### src/hdl/whlu_pkg.sv
`default_nettype none
package whlu_pkg;

    localparam int IDX_W    = 10;
    localparam int IDX_SPAN = 1024;
    localparam int WGT_W    = 16;
    localparam int SCORE_W  = 16;
    localparam int MARGIN_W = 15;
    localparam int SCALE_W  = 16;
    localparam int GRAD_W   = 32;
    localparam int ACC_W    = 48;
    localparam int CNT_W    = 17;
    localparam int CNT_LIMIT = 131071;
    localparam int CFG_DATA_W = 16;
    localparam int S_DATA_W = 64;
    localparam int M_DATA_W = 136;

    localparam logic [WGT_W-1:0] ONE_Q88 = 16'd256;

    localparam logic MODE_LOAD  = 1'b0;
    localparam logic MODE_SCORE = 1'b1;

    localparam logic NORM_L1 = 1'b0;
    localparam logic NORM_L2 = 1'b1;

    typedef enum logic [1:0] {
        WSRC_ONE    = 2'd0,
        WSRC_DIRECT = 2'd1,
        WSRC_TABLE  = 2'd2
    } whlu_wsrc_t;

    typedef enum logic [1:0] {
        CFG_MARGIN     = 2'd0,
        CFG_NORM_MODE  = 2'd1,
        CFG_WEIGHT_SRC = 2'd2,
        CFG_GRAD_SCALE = 2'd3
    } whlu_cfg_idx_t;

    typedef enum logic [2:0] {
        ST_CLEAR,
        ST_IDLE,
        ST_READ,
        ST_MUL1,
        ST_MUL2,
        ST_ACC,
        ST_DIV,
        ST_FIN
    } whlu_state_t;

endpackage
`default_nettype wire

### src/hdl/whlu_div.sv
`default_nettype none
module whlu_div (
    input  wire logic                        aclk,
    input  wire logic                        aresetn,
    input  wire logic                        start,
    input  wire logic [whlu_pkg::ACC_W-1:0]  dividend,
    input  wire logic [whlu_pkg::CNT_W-1:0]  divisor,
    output logic                             done,
    output logic [whlu_pkg::ACC_W-1:0]       quotient
);

    localparam int CW = $clog2(whlu_pkg::ACC_W);
    localparam logic [CW-1:0] LAST_STEP = CW'(whlu_pkg::ACC_W - 1);

    logic [whlu_pkg::ACC_W-1:0] q_reg;
    logic [whlu_pkg::CNT_W-1:0] rem_reg;
    logic [whlu_pkg::CNT_W-1:0] div_reg;
    logic [CW-1:0]              cnt_reg;
    logic                       busy_reg;
    logic                       done_reg;

    logic [whlu_pkg::CNT_W:0]   rem_sh;
    logic [whlu_pkg::CNT_W:0]   rem_sub;
    logic                       ge;

    always_comb begin
        rem_sh  = {rem_reg, q_reg[whlu_pkg::ACC_W-1]};
        ge      = rem_sh >= {1'b0, div_reg};
        rem_sub = rem_sh - {1'b0, div_reg};
    end

    always_ff @(posedge aclk) begin
        if (!aresetn) begin
            busy_reg <= 1'b0;
            done_reg <= 1'b0;
            cnt_reg  <= '0;
        end else begin
            done_reg <= 1'b0;
            if (start) begin
                busy_reg <= 1'b1;
                cnt_reg  <= '0;
            end else if (busy_reg) begin
                cnt_reg <= cnt_reg + CW'(1);
                if (cnt_reg == LAST_STEP) begin
                    busy_reg <= 1'b0;
                    done_reg <= 1'b1;
                end
            end
        end
    end

    always_ff @(posedge aclk) begin
        if (start) begin
            q_reg   <= dividend;
            rem_reg <= '0;
            div_reg <= divisor;
        end else if (busy_reg) begin
            q_reg   <= {q_reg[whlu_pkg::ACC_W-2:0], ge};
            rem_reg <= ge ? rem_sub[whlu_pkg::CNT_W-1:0] : rem_sh[whlu_pkg::CNT_W-1:0];
        end
    end

    assign done     = done_reg;
    assign quotient = q_reg;

endmodule
`default_nettype wire

### config.mk
export PLATFORM = sky130hd
export DESIGN_NAME = whlu_div
export DESIGN_NICKNAME = d
export VERILOG_FILES = /design/src/hdl/whlu_pkg.sv /design/src/hdl/whlu_div.sv
export SDC_FILE = /design/constraint.sdc
export NUM_CORES = 1
export LEC_CHECK = 0
export BUFFER_PORTS_ARGS = -buffer_cell sky130_fd_sc_hd__buf_2
export CORE_MARGIN = 2
export CORE_UTILIZATION = 48
export DETAILED_ROUTE_END_ITERATION = 6
export PLACE_DENSITY = 0.76
export SLEW_MARGIN = 40
export SYNTH_ARGS = -nofsm -noshare
export SYNTH_HDL_FRONTEND = slang
export SYNTH_SLANG_ARGS = --single-unit
### constraint.sdc
create_clock -name aclk -period 2.6 [get_ports aclk]
set_input_delay 0.13 -clock aclk [delete_from_list [all_inputs] [get_ports aclk]]
set_output_delay 0.13 -clock aclk [all_outputs]
set_load 0.01 [all_outputs]
==> results of run 1 <==
-- how the worst max path moves through the flow --
stage                            start     endpoint  depth (start not counted)
final                     quotient[47]  quotient[0]                         10
after CTS                 quotient[47]   rem_reg[7]                         11
after global routing      quotient[47]  rem_reg[13]                         10
after detailed placement  quotient[47]   rem_reg[7]                         11
after floorplan           quotient[47]  quotient[0]                         11
after global placement    quotient[47]  rem_reg[16]                         11
-- per-layer routing --
layer	up-vias	track usage, %	wire, µm
met3	16	7.87	876
li1	1697	-	-
met4	0	4.92	144
met1	1681	25.8	4400
met5	-	0	0
met2	148	32.7	5160
-- cells by family after synthesis --
group	synth area share, %
multiplexers	13.7
AO/OA/AOI/OAI	12.0
adder cells (fa/ha/maj)	5.30
XOR/XNOR	3.03
AND/OR/NAND/NOR	8.98
flip-flops	53.0
buffers and inverters	4.03
-- cells in the final DEF, fill, tap and decap left out, types with 5 or more instances in the layout --
| cell | Yosys | routed |
|---|---|---|
| a21oi_1 | 17 | 15 |
| xor2_1 | 8 | 8 |
| xnor2_1 | 8 | 8 |
| clkbuf_8 | 0 | 9 |
| ha_1 | 18 | 17 |
| dlygate4sd3_1 | 0 | 18 |
| inv_1 | 21 | 19 |
| mux2i_1 | 8 | 8 |
| nor2_1 | 22 | 22 |
| mux2_2 | 49 | 48 |
| dfxtp_1 | 25 | 25 |
| edfxtp_1 | 65 | 65 |
| buf_2 | 3 | 115 |
| o21ai_0 | 13 | 12 |
| buf_4 | 1 | 14 |
| nand2_1 | 20 | 20 |
| a211oi_1 | 9 | 7 |
| nand3_1 | 5 | 5 |
-- where the power goes --
| group | switching (W) | internal, W | leakage [nW] |
|---|---|---|---|
| clock | 0.000526 | 0.000447 | 0.0894 |
| combinational | 0.000479 | 0.000428 | 1.50 |
| sequential | 0.0000748 | 0.00169 | 0.854 |
| total | 0.00108 | 0.00257 | 2.44 |
-- critical path: cells and delay by family (launching register included) --
kind / cells / cell delay [ps]
fa+ha+maj: 2 / 480
flops: 1 / 400
buf+inv: 3 / 230
compound gates: 4 / 960
mux: 1 / 250
-- stage by stage --
stage / hold slack [ps] / TNS, ps / worst slack [ps]
final: 35.5 / 0 / 25.4
after CTS: 33.2 / 0 / 14.4
after floorplan: 229 / -21.7 / -21.7
after global routing: 24.8 / -256 / -53.2
after detailed placement: 308 / 0 / 24.5
after global placement: 308 / 0 / 121
-- area by class of cell --
| class | count | area share [%] |
|---|---|---|
| Sequential cell | 90 | 41.6 |
| Multi-Input combinational cell | 246 | 35.7 |
| Timing Repair Buffer | 151 | 15.4 |
| Tap cell | 129 | 2.74 |
| Clock buffer | 10 | 2.16 |
| Inverter | 22 | 1.40 |
| Clock inverter | 5 | 1.06 |
-- what timing repair did --
| item | CTS | global route |
|---|---|---|
| buffers inserted | 0 | 3 |
| gates resized for setup | 0 | 25 |
| hold buffers | 18 | 0 |
| setup endpoints to repair | 0 | 14 |
| endpoints found under the hold margin | 18 | 0 |
==> impl_metrics.ini, run 1 <==
[layout]
largest_register_ffs = 48
antennaDiodeCount = 0
multiInputGateArea_um2 = 2100
drive_gt1_share_pct = 42.6
fin_util_pct = 63.5
fillCellCount = 750
instances_no_fill = 653
nNetsFinal = 607
syn_to_final_growth_pct = 27.5
final_design_area_no_fill_um2 = 5900
register_area_um2 = 2450

[flow_run]
maxCapViolations = 0

[setup_path]
r2r_slack_ps = 30
regToRegEndpoint = quotient[0]
crit_chain = inv_2 > ha_4 > inv_2 > fa_2 > a21o_1 > a221oi_4 > o311ai_4 > a21o_4 > buf_6 > mux2_4
rr_startpoint = quotient[47]
criticalPathCategory = flip-flop to flip-flop
cpPeakStageDelay_ps = 400
cp_max_fo = 5
cp_slowest_cell = edfxtp_1
r2r_cells = 10
start_kind = flip-flop
end_kind = flip-flop
critPathArrivalTime_ps = 2700
required_ps = 2730
cp_common_cell = inv_2

[clock_tree]
clockBufferDepth = 2
insertion_delay_ps = 370
clock-sinks = 90
cts_made_buffers = 9
htree_levels = 3
clkTransAtPathRegs_ps = 90
cts_tree = yes
root_buffer = clkbuf_8

[routing]
drc_errors = 0
drtAntennaViolNets = 0
vias = 3542
drtIter0Drc = 171
wire_per_inst_um = 16.2
viasPerCell = 5.42
wl_mm = 10.6
drt_first_pass_iters = 5

[synthesis]
synth.distinct_cells = 60
ys_seq_area_share_pct = 53.0
ys_top_cells_by_count = edfxtp_1, mux2_2, dfxtp_1
ys_warn_count = 0
synth-main-ff-cell = edfxtp_1
async_flop_share_pct = 0
syn_area_um2 = 4620
synth_top_cell_area_share_pct = 42.2
synth-seq-cells = 90
synth_edf_count = 65
synth_most_common_cell = edfxtp_1
syn_area_per_cell_um2 = 12.3
netlist_instances = 377
synthTopCellsByArea = edfxtp_1, mux2_2, dfxtp_1, ha_1, a21oi_1
synth_top_area_cell = edfxtp_1
synth_nets = 464

[floorplanning]
die_area_um2 = 10400
die_h_um = 102
die_width_um = 102
initial_utilization_pct = 49.8
core_um2 = 9280
rows = 35
floorplan.io_pins = 117

[sta]
setup_viol = 0
period_share_pct = 99.0
fmax_mhz = 388
worstMarginPinSlew_ps = 607
slew_viol_final = 0
min_period_ps = 2570
max-slew-margin-rel_pct = 59.5
rsz0062_at_grt = true
worst_clock_skew_ps = 9.57
hold_violations = 0

[min_path]
hold_class = input port to flip-flop
whs_path_depth = 3
min_to = done
min_from = aresetn

[grt]
grt_overflow = 0
first_global_vias = 3398
grt_max_degree = 49
track_usage_pct = 20.3
antenna_found_initial = 0
grt_pass1_wl_mm = 16.3

[placed_design]
dp.cells = 617
dp_hpwl_mm = 7.39
io_buffers = 116
place_area_um2 = 5370
gp_congestion = 0.929

[power]
powerDensity_nw_per_um2 = 619
peakVddDrop_mv = 0.571
p_leak_nw = 2.44
total_power_w = 0.00365

[outcome]
status = complete, no violations
No activity file was read; power rests on OpenSTA's default activity.
==> inputs of run 2 (changes only) <==
MAX_ROUTING_LAYER = met4   (was default)
==> run 2 against run 1 <==
Critical path depth stayed put; setup slack worse by 8.4 ps; die area stayed put; clock skew is 1.8 ps higher; sequential cell count stayed put; via count is 1.2% lower.
==> impl_metrics.ini, run 2 (synthesis results as in run 1) <==
[outcome]
status = complete, no violations

[floorplanning]
die_width_um = 102
core_um2 = 9280
rows = 35
die_area_um2 = 10400
die_h_um = 102
initial_utilization_pct = 49.8
floorplan.io_pins = 117

[routing]
viasPerCell = 5.34
vias = 3498
wl_mm = 10.4
drtAntennaViolNets = 0
drc_errors = 0
drt_first_pass_iters = 4
wire_per_inst_um = 15.9
drtIter0Drc = 185

[placed_design]
dp.cells = 617
dp_hpwl_mm = 7.35
gp_congestion = 0.970
pre_cts_ws_ps = 29.1
io_buffers = 116

[sta]
slew_viol_final = 0
rsz0062_at_grt = true
period_share_pct = 99.3
hold_violations = 0
worst_clock_skew_ps = 11.3
setup_viol = 0
worstMarginPinSlew_ps = 609
max-slew-margin-rel_pct = 59.4
fmax_mhz = 387
min_period_ps = 2580
worst_slack_ps = 16.9

[min_path]
whs_path_depth = 2
min_from = aresetn
hold_class = input port to flip-flop
min_to = busy_reg

[layout]
antennaDiodeCount = 0
nNetsFinal = 608
final_cell_mix = buf_2, edfxtp_1, mux2_2
syn_to_final_growth_pct = 27.7
instances_no_fill = 655
drive_gt1_share_pct = 42.2
layout_commonest_cell = buf_2
largest_register_ffs = 48
fin_util_pct = 63.6

[setup_path]
start_kind = flip-flop
required_ps = 2720
rr_startpoint = quotient[47]
criticalPathCategory = flip-flop to flip-flop
cp_max_fo = 4
regToRegEndpoint = quotient[0]
critPathArrivalTime_ps = 2710
r2r_slack_ps = 20
r2r_cells = 10
end_kind = flip-flop

[power]
p_int_w = 0.00257
switchingPower_w = 0.00107
p_leak_nw = 2.46
p_seq_share_pct = 48.6
peakVddDrop_mv = 0.399
clock_power_share_pct = 26.4
total_power_w = 0.00364
power.share.switching_pct = 29.3
powerDensity_nw_per_um2 = 616
power_frac_comb_pct = 25.0

[grt]
track_usage_pct = 20.8
grt_max_degree = 49
first_global_vias = 3416
antenna_found_initial = 0
grt_pass1_wl_mm = 16.3
grt_overflow = 0

[clock_tree]
clockBufferDepth = 2
clkTransAtPathRegs_ps = 90
insertion_delay_ps = 360
htree_levels = 3
cts_made_buffers = 9
clock-sinks = 90
root_buffer = clkbuf_8
cts_tree = yes

[flow_run]
maxCapViolations = 0
==> run 2: cell count changes in the layout (fill, tap and decap cells not counted), moves of 2 or more <==
cell,previous run,this run
clkinv_4,0,2
buf_4,14,16
a21oi_1,15,17
a211oi_2,2,0
clkinvlp_4,2,0
clkinv_2,0,2
a211oi_1,7,9
a21oi_2,2,0
nor3b_2,4,1
nor3b_4,0,2
==> run 2: cell type report <==
type	count	area, µm²
clock inverters	6	66.3
inverters	22	82.6
repair buffers	152	920
multi-input cells	246	2100
clock buffers	10	128
flip-flops and latches	90	2450
fillers	747	3380
well taps	129	161
==> run 2: worst max path at each step <==
| stage | end | start | slack, ps |
|---|---|---|---|
| 2_1_floorplan | quotient[0] | quotient[47] | -20 |
| 5_1_grt | rem_reg[14] | quotient[47] | -60 |
| 4_1_cts | rem_reg[16] | quotient[47] | 20 |
| 6_report | quotient[0] | quotient[47] | 20 |
| 3_3_place_gp | rem_reg[16] | quotient[47] | 120 |
| 3_5_place_dp | rem_reg[14] | quotient[47] | 30 |
==> run 2: what timing repair did <==
item	in CTS	in global routing
hold endpoints to repair	17	0
endpoints found under the setup margin	1	16
gates resized for setup	2	21
setup buffers	1	4
pin swaps	0	13
hold buffers	17	0
==> run 2: per-stage QoR <==
stage          cell area [µm²]  hold slack, ps  setup TNS (ps)
3_5_place_dp              5390             308               0
5_1_grt                   5910            32.3            -460
4_1_cts                   5770            43.6               0
6_report                  5910            50.3               0
3_3_place_gp              5390             308               0
2_1_floorplan             4630             229           -21.7
==> run 2: metal layers <==
layer	vias up	global-route usage, %	wire length [µm]
met5	-	-	0
met4	0	5.74	139
met3	11	4.65	600
met2	115	31.7	5050
met1	1676	28.4	4650
li1	1696	-	-
==> run 2: power by group through the flow <==
stage	clock network, W	logic [W]	registers, W
floorplan	0	0.000515	0.00182
global placement	0	0.000795	0.00179
detailed placement	0	0.000811	0.00179
CTS	0.000989	0.000845	0.00177
global route	0.00104	0.000994	0.00179
finish	0.000962	0.000908	0.00177
==> run 2: critical path, cell delays in order (launching register included) <==
cell and delay [ps]:
edfxtp_1 410, inv_2 100, ha_4 130, inv_2 30, fa_2 360, a21o_1 230, a221oi_4 290, o311ai_4 140
a21o_1 250, buf_6 150, mux2_4 250
